$ cat src/rtl/core/ppei_pkg.sv
// ----------------------------------------------------------------------------
// ppei_pkg: shared types and constants of the port pin edge interrupt unit
// Register indexes, the configuration bundle and the result bundle.
// ----------------------------------------------------------------------------
package ppei_pkg;

    localparam int PORT_WIDTH = 8;
    localparam int PIN_IDX_W  = $clog2(PORT_WIDTH);
    localparam int FLAGS_W    = 5;
    localparam int CFG_IDX_W  = 3;
    localparam int CFG_DATA_W = 8;

    localparam logic [PORT_WIDTH-1:0] CHANGE_PINS = 8'hF0;

    // Flag positions in the flags word.
    localparam int FLAG_CHANGE = 4;

    typedef enum logic [CFG_IDX_W-1:0] {
        REG_EXTENDED_MODE = 3'd0,
        REG_INPUT_DIRS    = 3'd1,
        REG_EDGE_SELECTS  = 3'd2,
        REG_INT_ENABLES   = 3'd3,
        REG_INT_PRIOS     = 3'd4,
        REG_GLOBAL_EN     = 3'd5,
        REG_CHANGE_EN     = 3'd6
    } t_cfg_idx;

    typedef struct packed {
        logic                  extended_mode;
        logic [PORT_WIDTH-1:0] input_directions;
        logic [3:0]            edge_selects;
        logic [3:0]            interrupt_enables;
        logic [2:0]            interrupt_priorities;
        logic [1:0]            global_enables;
        logic                  change_enable;
    } t_cfg;

    typedef struct packed {
        logic [PORT_WIDTH-1:0] port_levels;
        logic [FLAGS_W-1:0]    flags_set;
        logic                  wake;
        logic                  irq_request;
        logic                  irq_high;
    } t_result;

endpackage

$ cat src/rtl/core/ppei_cfg_regs.sv
// ----------------------------------------------------------------------------
// ppei_cfg_regs: configuration register file
// Holds the seven control registers, written through a plain write port.
// ----------------------------------------------------------------------------
module ppei_cfg_regs
    import ppei_pkg::*;
(
    input  logic                  i_clk,
    input  logic                  i_rst_n,
    input  logic                  i_cfg_we,
    input  logic [CFG_IDX_W-1:0]  i_cfg_index,
    input  logic [CFG_DATA_W-1:0] i_cfg_data,
    output t_cfg                  o_cfg
);

    t_cfg r_cfg;
    t_cfg n_cfg;

    always_comb begin
        n_cfg = r_cfg;
        if (i_cfg_we) begin
            case (t_cfg_idx'(i_cfg_index))
                REG_EXTENDED_MODE: n_cfg.extended_mode        = i_cfg_data[0];
                REG_INPUT_DIRS:    n_cfg.input_directions     = i_cfg_data[PORT_WIDTH-1:0];
                REG_EDGE_SELECTS:  n_cfg.edge_selects         = i_cfg_data[3:0];
                REG_INT_ENABLES:   n_cfg.interrupt_enables    = i_cfg_data[3:0];
                REG_INT_PRIOS:     n_cfg.interrupt_priorities = i_cfg_data[2:0];
                REG_GLOBAL_EN:     n_cfg.global_enables       = i_cfg_data[1:0];
                REG_CHANGE_EN:     n_cfg.change_enable        = i_cfg_data[0];
                default:           n_cfg = r_cfg;
            endcase
        end
    end

    always_ff @(posedge i_clk) begin
        if (!i_rst_n) begin
            r_cfg.extended_mode        <= 1'b0;
            r_cfg.input_directions     <= {PORT_WIDTH{1'b1}};
            r_cfg.edge_selects         <= 4'hF;
            r_cfg.interrupt_enables    <= 4'h0;
            r_cfg.interrupt_priorities <= 3'h7;
            r_cfg.global_enables       <= 2'h0;
            r_cfg.change_enable        <= 1'b0;
        end else begin
            r_cfg <= n_cfg;
        end
    end

    assign o_cfg = r_cfg;

endmodule

$ cat src/rtl/core/ppei_eval.sv
// ----------------------------------------------------------------------------
// ppei_eval: pin event evaluation
// Edge match, external interrupt flags and requests, and change detect for
// one pin event against the stored port levels.
// ----------------------------------------------------------------------------
module ppei_eval
    import ppei_pkg::*;
(
    input  t_cfg                  i_cfg,
    input  logic [PORT_WIDTH-1:0] i_levels,
    input  logic [PIN_IDX_W-1:0]  i_pin_index,
    input  logic                  i_new_level,
    output t_result               o_result
);

    logic [PORT_WIDTH-1:0] mask;
    logic [PORT_WIDTH-1:0] new_levels;
    logic                  old_bit;
    logic [1:0]            low_pin;
    logic                  ext_pin;
    logic                  edge_lvl;
    logic                  match;
    logic                  gie;
    logic                  giel;
    logic [3:0]            prio_by_pin;
    logic [FLAGS_W-1:0]    flags;
    logic                  wake;
    logic                  req;
    logic                  high;

    assign mask       = PORT_WIDTH'(1) << i_pin_index;
    assign new_levels = (i_levels & ~mask) | (i_new_level ? mask : '0);
    assign old_bit    = i_levels[i_pin_index];
    assign low_pin    = i_pin_index[1:0];
    assign ext_pin    = i_cfg.extended_mode && !i_pin_index[2];
    assign gie        = i_cfg.global_enables[0];
    assign giel       = i_cfg.global_enables[1];
    // Priority bits lined up by pin number; INT0 has none.
    assign prio_by_pin = {i_cfg.interrupt_priorities, 1'b0};

    assign edge_lvl = ext_pin ? i_cfg.edge_selects[low_pin] : i_cfg.edge_selects[0];
    assign match    = (old_bit != edge_lvl) && (i_new_level == edge_lvl);

    always_comb begin
        flags = '0;
        wake  = 1'b0;
        req   = 1'b0;
        high  = 1'b0;
        if (ext_pin) begin
            if (match) begin
                flags[low_pin] = 1'b1;
                wake           = 1'b1;
                if (low_pin != 2'd0 && i_cfg.interrupt_enables[low_pin] && gie) begin
                    if (prio_by_pin[low_pin]) begin
                        req  = 1'b1;
                        high = 1'b1;
                    end else if (giel) begin
                        req = 1'b1;
                    end
                end
            end
        end else begin
            if (!i_cfg.extended_mode && i_pin_index == '0 && match) begin
                flags[0] = 1'b1;
                if (i_cfg.interrupt_enables[0] && !gie) begin
                    wake = 1'b1;
                end
            end
            // Level change on an input among the upper pins.
            if (((i_levels ^ new_levels) & i_cfg.input_directions & mask & CHANGE_PINS) != '0)
            begin
                flags[FLAG_CHANGE] = 1'b1;
                if (i_cfg.change_enable && !gie) begin
                    wake = 1'b1;
                end
            end
        end
    end

    assign o_result.port_levels = new_levels;
    assign o_result.flags_set   = flags;
    assign o_result.wake        = wake;
    assign o_result.irq_request = req;
    assign o_result.irq_high    = high;

endmodule

$ cat src/rtl/core/port_pin_edge_interrupt_unit.sv
// ----------------------------------------------------------------------------
// port_pin_edge_interrupt_unit: port pin edge and change interrupt unit
// Tracks the levels of an 8-bit port and raises external interrupt and
// change flags, wake and interrupt requests for each pin event.
// ----------------------------------------------------------------------------
//  Channel   Direction  Handshake                     Payload
//  input     in         i_in_valid / o_in_ready       i_pin_index, i_new_level
//  result    out        o_out_valid / i_out_ready     o_port_levels, o_flags_set,
//                                                     o_wake, o_irq_request, o_irq_high
//  config    in         i_cfg_we (no wait)            i_cfg_index, i_cfg_data
//
//  One item per clock while the result side is not stalled: an item is held
//  in the input register, evaluated against the stored levels and then
//  lands in the result register, which drives the outputs.
//  Reset (synchronous, active low) clears the pipeline valids and the levels.
//  A stalled result holds the result register; the input register still
//  takes an item while it is empty, then stalls behind it.
// ----------------------------------------------------------------------------
module port_pin_edge_interrupt_unit
    import ppei_pkg::*;
(
    input  logic                  i_clk,
    input  logic                  i_rst_n,
    input  logic                  i_cfg_we,
    input  logic [CFG_IDX_W-1:0]  i_cfg_index,
    input  logic [CFG_DATA_W-1:0] i_cfg_data,
    input  logic                  i_in_valid,
    output logic                  o_in_ready,
    input  logic [PIN_IDX_W-1:0]  i_pin_index,
    input  logic                  i_new_level,
    output logic                  o_out_valid,
    input  logic                  i_out_ready,
    output logic [PORT_WIDTH-1:0] o_port_levels,
    output logic [FLAGS_W-1:0]    o_flags_set,
    output logic                  o_wake,
    output logic                  o_irq_request,
    output logic                  o_irq_high
);

    t_cfg                  cfg;
    t_result               eval_result;

    logic                  r_s1_valid;
    logic [PIN_IDX_W-1:0]  r_s1_pin;
    logic                  r_s1_level;
    logic                  r_s2_valid;
    t_result               r_s2_result;
    logic [PORT_WIDTH-1:0] r_levels;

    logic                  s1_advance;
    logic                  in_accept;

    ppei_cfg_regs u_cfg_regs (
        .i_clk       (i_clk),
        .i_rst_n     (i_rst_n),
        .i_cfg_we    (i_cfg_we),
        .i_cfg_index (i_cfg_index),
        .i_cfg_data  (i_cfg_data),
        .o_cfg       (cfg)
    );

    ppei_eval u_eval (
        .i_cfg       (cfg),
        .i_levels    (r_levels),
        .i_pin_index (r_s1_pin),
        .i_new_level (r_s1_level),
        .o_result    (eval_result)
    );

    assign s1_advance = r_s1_valid && (!r_s2_valid || i_out_ready);
    assign o_in_ready = !r_s1_valid || s1_advance;
    assign in_accept  = i_in_valid && o_in_ready;

    always_ff @(posedge i_clk) begin
        if (!i_rst_n) begin
            r_s1_valid <= 1'b0;
            r_s2_valid <= 1'b0;
            r_levels   <= '0;
        end else begin
            if (o_in_ready) begin
                r_s1_valid <= i_in_valid;
            end
            if (s1_advance) begin
                r_s2_valid <= 1'b1;
                r_levels   <= eval_result.port_levels;
            end else if (i_out_ready) begin
                r_s2_valid <= 1'b0;
            end
        end
    end

    always_ff @(posedge i_clk) begin
        if (in_accept) begin
            r_s1_pin   <= i_pin_index;
            r_s1_level <= i_new_level;
        end
        if (s1_advance) begin
            r_s2_result <= eval_result;
        end
    end

    assign o_out_valid   = r_s2_valid;
    assign o_port_levels = r_s2_result.port_levels;
    assign o_flags_set   = r_s2_result.flags_set;
    assign o_wake        = r_s2_result.wake;
    assign o_irq_request = r_s2_result.irq_request;
    assign o_irq_high    = r_s2_result.irq_high;

    // The stored levels always match the most recent result.
    a_levels_track: assert property (@(posedge i_clk) disable iff (!i_rst_n)
        s1_advance |=> (r_levels == o_port_levels))
        else $error("stored levels differ from last result");

    // The high vector is only reported alongside a request.
    a_high_needs_req: assert property (@(posedge i_clk) disable iff (!i_rst_n)
        (o_out_valid && o_irq_high) |-> o_irq_request)
        else $error("high vector without request");

    // A request always comes from one of INT1-INT3.
    a_req_source: assert property (@(posedge i_clk) disable iff (!i_rst_n)
        (o_out_valid && o_irq_request) |-> $onehot(o_flags_set[3:1]) && o_wake)
        else $error("request without an INT1-INT3 flag");

    // Change detect and an external request never come from the same item.
    a_change_no_req: assert property (@(posedge i_clk) disable iff (!i_rst_n)
        (o_out_valid && o_flags_set[FLAG_CHANGE]) |-> !o_irq_request)
        else $error("change flag together with a request");

    // The input side only stalls when the input register holds an item.
    a_stall_cause: assert property (@(posedge i_clk) disable iff (!i_rst_n)
        !o_in_ready |-> (r_s1_valid && r_s2_valid))
        else $error("input stalled without a held item");

endmodule
$ cat config.mk
export PLATFORM = sky130hd
export DESIGN_NAME = port_pin_edge_interrupt_unit
export DESIGN_NICKNAME = d
export VERILOG_FILES = /design/src/rtl/core/ppei_pkg.sv /design/src/rtl/core/ppei_cfg_regs.sv /design/src/rtl/core/ppei_eval.sv /design/src/rtl/core/port_pin_edge_interrupt_unit.sv
export SDC_FILE = /design/constraint.sdc
export NUM_CORES = 1
export LEC_CHECK = 0
export BUFFER_PORTS_ARGS = -buffer_cell sky130_fd_sc_hd__buf_2
export CAP_MARGIN = 20
export CORE_MARGIN = 2
export CORE_UTILIZATION = 55
export CTS_CLUSTER_SIZE = 24
export DETAILED_ROUTE_END_ITERATION = 7
export PLACE_DENSITY = 0.89
export RECOVER_POWER = 100
export SETUP_SLACK_MARGIN = 0.15
export SLEW_MARGIN = 20
export SYNTH_ARGS = -nofsm -noshare
export SYNTH_HDL_FRONTEND = slang
export SYNTH_SLANG_ARGS = --single-unit
$ cat constraint.sdc
create_clock -name i_clk -period 2.29 [get_ports i_clk]
set_input_delay 0.229 -clock i_clk [delete_from_list [all_inputs] [get_ports i_clk]]
set_output_delay 0.229 -clock i_clk [all_outputs]
set_load 0.02 [all_outputs]
* After elaboration in Yosys (flattened, before gate mapping)
Index checks and enable logic that the tools add are counted.
** Storage, ports and cells
- Output and inout port bits :: 18
- Logic and storage cells :: 97
- Bits in latches :: 0
- Memories kept :: 0
- Bits in read-only memories :: 0
- Flip-flop bits (word level) :: 53
- Memory bits (writable) :: 0
- Input port bits :: 20
** Cells by class
- Bitwise operators :: 6
- Order comparisons :: 4
- Divide/modulo/power cells :: 0
- Equality and inequality tests :: 8
- Shift-type cells :: 1
- Mux-type cells :: 28
- $mul :: 0
- Reduce and logical (&&, ||, !) cells :: 32
- $add $sub $neg :: 0
** Operator list (count)
- $and A8 B8 Y8 :: 3
- $mux W1 :: 22
- $reduce_and A2 Y1 :: 8
- $logic_and A1 B1 Y1 :: 11
- $eq A3 B3 Y1 const B :: 3
- $mux W8 :: 1
- $not A8 Y8 :: 1
- $or A8 B8 Y8 :: 1
- $reduce_bool A8 Y1 :: 1
- $shl A1 B3 Y8 const A :: 1
- $xor A8 B8 Y8 :: 1
- $bmux W1 S2 :: 3
- $eq A3 B2 Y1 const B :: 2
- $logic_not A3 Y1 :: 2
- $logic_not A1 Y1 :: 5
- $lt A2 B4 Y1 const B :: 1
- $lt A3 B4 Y1 const B :: 1
- $reduce_bool A2 Y1 :: 2
- $bmux W1 S3 :: 1
- $eq A3 B1 Y1 const B :: 1
- $lt A2 B3 Y1 const B :: 1
- $reduce_and A3 Y1 :: 1
- $demux W1 S2 :: 1
- $ge A2 B1 Y1 const B :: 1
- 3 further kinds :: 4

* Logic depth before layout (Yosys ltp)
- Depth in word-level cells :: 10
- Mapped depth :: 7
- Gate-level depth less buffers :: 5

* Cells and area by module
A second synthesis with hierarchy kept.
** Unflattened totals
- Cell total of the unflattened synthesis :: 244
- Area total of the unflattened synthesis :: 2557.5 µm²
** By module, submodules not included
- port_pin_edge_interrupt_unit :: cells each 64, area an instance 1013.5 µm², seq. area each 800.8 µm², instances 1
- ppei_cfg_regs :: cells each 95, area an instance 1001.0 µm², seq. area each 460.4 µm², instances 1
- ppei_eval :: cells each 85, area an instance 543.0 µm², seq. area each 0.0 µm², instances 1

* Least setup slack after synthesis
OpenSTA, ideal clock, no wires.
- Path kind :: reg-to-reg
- From :: register r_s2_valid (netlist: o_out_valid)
- To :: register r_levels[5]
- Stages on the path, launching flop included :: 7
- Arrival :: 2.076 ns
- Clock period less this slack :: 2.193 ns
- Setup slack :: 0.097 ns
- Required time :: 2.174 ns
- Path buffers :: 1
- Setup time :: 0.116 ns
- Path through :: dfxtp_1 -> nor2b_1 -> clkbuf_1 -> nor2_1 -> nand3_1 -> mux2i_1 -> nor2b_1
** On the way
- Word-level cells in the longest chain between the ends :: 3
** Ends and longest elaborated chain
- start: declaration :: line port_pin_edge_interrupt_unit.sv:46 : logic r_s2_valid;
- start signal: assignment :: line port_pin_edge_interrupt_unit.sv:77 : r_s2_valid <= 1'b0;
- start signal: assignment :: line port_pin_edge_interrupt_unit.sv:84 : r_s2_valid <= 1'b1;
- start signal: assignment :: line port_pin_edge_interrupt_unit.sv:87 : r_s2_valid <= 1'b0;
- $logic_not A1 Y1 :: line port_pin_edge_interrupt_unit.sv:70 : assign s1_advance = r_s1_valid && (!r_s2_valid || i_out_ready);
- $logic_or A1 B1 Y1 :: line port_pin_edge_interrupt_unit.sv:70
- $logic_and A1 B1 Y1 :: line port_pin_edge_interrupt_unit.sv:70
- named net s1_advance :: line port_pin_edge_interrupt_unit.sv:50 : logic s1_advance;
- end signal: assignment :: line port_pin_edge_interrupt_unit.sv:85 : r_levels <= eval_result.port_levels;
- end: declaration :: line port_pin_edge_interrupt_unit.sv:48 : logic [PORT_WIDTH-1:0] r_levels;
The timed path passes the listed nets, and every way through them passes these cells.
A chain may end at the register's enable or synchronous reset.

* Worst setup path in the final report
- From :: register r_s1_pin[1]
- To :: register r_s2_result (netlist bit o_flags_set[2]) (data pin)
** On the way
- Word-level cells in the longest chain between the ends :: 6
- Elaborated cells on any way between the ends :: 14
- Those cells by class :: 2 x order compare; 2 x eq/ne; 7 x mux; 3 x reduce/logical
** Ends and longest elaborated chain
- start: declaration :: line port_pin_edge_interrupt_unit.sv:44 : logic [PIN_IDX_W-1:0] r_s1_pin;
- start signal: assignment :: line port_pin_edge_interrupt_unit.sv:94 : r_s1_pin <= i_pin_index;
- $bmux W1 S2 :: line ppei_eval.sv:41 : assign edge_lvl = ext_pin ? i_cfg.edge_selects[low_pin] : i_cfg.edge_selects[0];
- $mux W1 (implied by the code) :: line ppei_eval.sv:41
- $mux W1 :: line ppei_eval.sv:41
- $ne A1 B1 Y1 / $eq A1 B1 Y1 (equally long branches) :: line ppei_eval.sv:42 : assign match = (old_bit != edge_lvl) && (i_new_level == edge_lvl);
- $logic_and A1 B1 Y1 :: line ppei_eval.sv:42
- $reduce_and A2 Y1 (no source line)
- end signal: assignment :: line port_pin_edge_interrupt_unit.sv:98 : r_s2_result <= eval_result;
- end: declaration :: line port_pin_edge_interrupt_unit.sv:47 : t_result r_s2_result;
Several ways; a longest one is shown, not always the timed one. The select of a mux whose other input is x is not followed.

==> results.txt <==
status -> finished, final reports clean
DRT iter0 DRCs -> 144
Max-slew headroom -> 38.8%
Max Slew Vio Count -> 0
Yosys cell types -> 39
largest family of logic cells by synthesized area -> simple AND/OR/NAND/NOR gates
Combinational Power Share -> 10.8%
final WL -> 4260 microns
P per Cell Area -> 619 mW/mm^2
Synthesized Nets -> 233
unrepaired setup endpoints after global routing -> false
die area -> 0.00464 sq mm
drc violations -> 0
critical path, cell by cell -> clkbuf_4 > or2_2 > a21o_1 > a31oi_1 > mux2i_4 > nor4b_1
Pleak -> 0.945 nW
first-pass GRT wire length -> 6890 microns
slowest cell on the critical path -> edfxtp_1
Worst EP required -> 2.41 ns
gp weighted congestion -> 0.844
Async SR Flop Fraction -> 0%
Internal Power -> 1.22 mW
core area -> 0.00397 sq mm
initial core utilization -> 57.0%
worst-path maximum fanout -> 9
Syn. warnings -> 0
CTS Buf Count -> 5
final worst path period need -> 2.04 ns
Crit Path Class -> reg -> reg
pin count of the biggest net entering global routing -> 30
clock skew -> 0.00768 ns
Cell Area, Synth -> 0.00226 sq mm
worst r2r src -> r_s1_pin[1]
via/cell ratio -> 5.48
DIE WIDTH -> 68.2 microns
initial antenna violation count -> 0
nets@finish -> 276
Synth Area in Compound Gates -> 8.02%
worst hold start -> i_pin_index[1]
sw frac -> 23.7%
Synth Area in XOR/XNOR -> 1.55%
Finished Core Util -> 65.1%
vias in the first global route -> 1492
Clock Tree Buf Depth -> 2
Synth Area in Adders -> 0%
final hold violations -> 0
worst skew pair latency -> 0.30 ns
CTS tree -> built
hold crit path type -> in -> reg
EDFF count, synth -> 20
Tot GR Track Use -> 20.2%
worst r2r dst -> o_flags_set[2]
Synth Register Bits -> 49
I/O pin count -> 38
vias post-DR -> 1683
root buf cell -> clkbuf_8
Area growth syn-to-layout -> 14.2%
Slew @ Worst Pin -> 0.914 ns
ANT nets after route -> 0
chip height -> 68.2 microns
Clk pwr share -> 29.4%
Tot Pwr -> 1.60 mW
share of layout cells above drive strength 1 -> 16.3%
Max Cap Viol -> 0
commonest cells after routing, fill and taps aside -> 29 x nand2_1, 29 x dfxtp_1, 24 x clkbuf_1
diodes inserted -> 0
PortBufs -> 37
DR WL/cell -> 13.9 microns
final setup fails -> 0
drt first pass iters -> 4
VDD IR max -> 0.000394 V
CTS sink cnt -> 49
f_max -> 491 MHz
critical path startpoint category -> register
hold endpoint -> r_s1_pin[1]
simple-gate share of the synthesized area -> 19.5%
Primary FF master, synth -> dfxtp_1
clock-pin slew on the worst setup and hold paths -> 0.08 ns
flop2flop setup slack -> 0.25 ns
post-synthesis mux area share -> 15.4%
worst endpoint data arrival time -> 2.16 ns
Syn Area/Cell -> 10.6 sq um
Worst Hold Depth -> 1
Worst setup EP type -> register
layout filler cell count -> 321
period utilization -> 88.9%
H-tree depth reported by CTS -> 2
row count -> 23
setup TNS -> 0 ns
DP Wirelength -> 3050 microns
Cells after Synth -> 213
reg2reg path depth -> 6
gr ovfl total -> 0
register share of total power -> 59.7%
sequential share of the synthesized area -> 52.2%
largest stage delay on the critical path -> 0.53 ns
Net Sw Power -> 0.379 mW
==> kinds of logic after synthesis <==
logic type                Yosys count
xor gates and xnor gates            4
and+or+nand+nor                    82
DFF                                49
buffers and inverters              18
muxes                              33
AOI/OAI and AO/OA                  27
==> how the worst max path moves through the flow <==
stage                           start              to  slack, ns
after global routing      r_s1_pin[1]  o_flags_set[2]       0.10
after detailed placement  r_s1_pin[0]  o_flags_set[3]       0.14
after global placement    r_s1_pin[0]      o_irq_high       0.23
after floorplan           o_out_valid     r_levels[5]       0.48
after CTS                 r_s1_pin[1]  o_flags_set[3]       0.16
final                     r_s1_pin[1]  o_flags_set[2]       0.25
==> power by group through the flow <==
| stage | clock (mW) | combinational (mW) | sequential, mW |
|---|---|---|---|
| after floorplan | 0 | 0.105 | 0.984 |
| after global placement | 0 | 0.163 | 0.978 |
| after detailed placement | 0 | 0.167 | 0.980 |
| after CTS | 0.476 | 0.176 | 0.955 |
| after global routing | 0.511 | 0.191 | 0.959 |
| final | 0.471 | 0.173 | 0.956 |
==> routing by layer <==
layer / GRT usage (%) / share of wire (%)
met5: 0 / 0
met2: 31.6 / 49
met3: 4.93 / 5.1
met4: 6.50 / 0.82
met1: 27.6 / 45
==> area by class of cell <==
type / count / area, sq um / area share [%]
flip-flops and latches: 49 / 1180 / 45.7
multi-input cells: 146 / 1000 / 38.7
repair buffers: 49 / 243 / 9.39
clock buffers: 7 / 76.3 / 2.95
well taps: 50 / 62.6 / 2.42
inverters: 5 / 18.8 / 0.726
clock inverters: 1 / 3.75 / 0.145
==> worst max-delay path, delay by kind of cell, from the launching register on <==
kind	cells	cell delay [ns]
AND/OR/NAND/NOR	2	0.58
buffers and inverters	1	0.20
multiplexers	1	0.16
flip-flops	1	0.53
AO/OA/AOI/OAI	2	0.40
==> repair_timing <==
item	CTS	global route
hold buffers	0	0
endpoints found under the setup margin	3	7
resized for setup	0	2
buffers inserted	3	2
==> per-stage QoR <==
| stage | hold slack, ns | worst slack (ns) | cell area (sq um) | std cells |
|---|---|---|---|---|
| global placement | 0.409 | 0.229 | 2510 | 294 |
| floorplan | 0.328 | 0.477 | 2270 | 213 |
| global route | 0.0981 | 0.104 | 2580 | 307 |
| detailed placement | 0.407 | 0.141 | 2510 | 294 |
| finish | 0.0990 | 0.254 | 2580 | 307 |
| CTS | 0.0977 | 0.159 | 2610 | 305 |
==> sequential cells by signal, summed over array words and instances, names as in the netlist, 3 cells and up <==
signal            count
r_levels              8
u_cfg_regs.o_cfg     19
r_s1_pin              3
o_port_levels         8
o_flags_set           5
==> cell usage after synthesis (4+ instances only) <==
cell	instances	area, sq um
xnor2_1	4	35.0
mux2_2	10	113
o21ai_0	7	35.0
nor3_1	7	35.0
clkbuf_1	11	41.3
nand3_1	7	35.0
mux2i_1	21	210
inv_1	5	18.8
nand2_1	29	109
a21boi_0	7	52.6
dfxtp_1	29	581
nor2b_1	14	87.6
nor2_1	8	30.0
edfxtp_1	20	601
(Power assumes the default switching activity.)
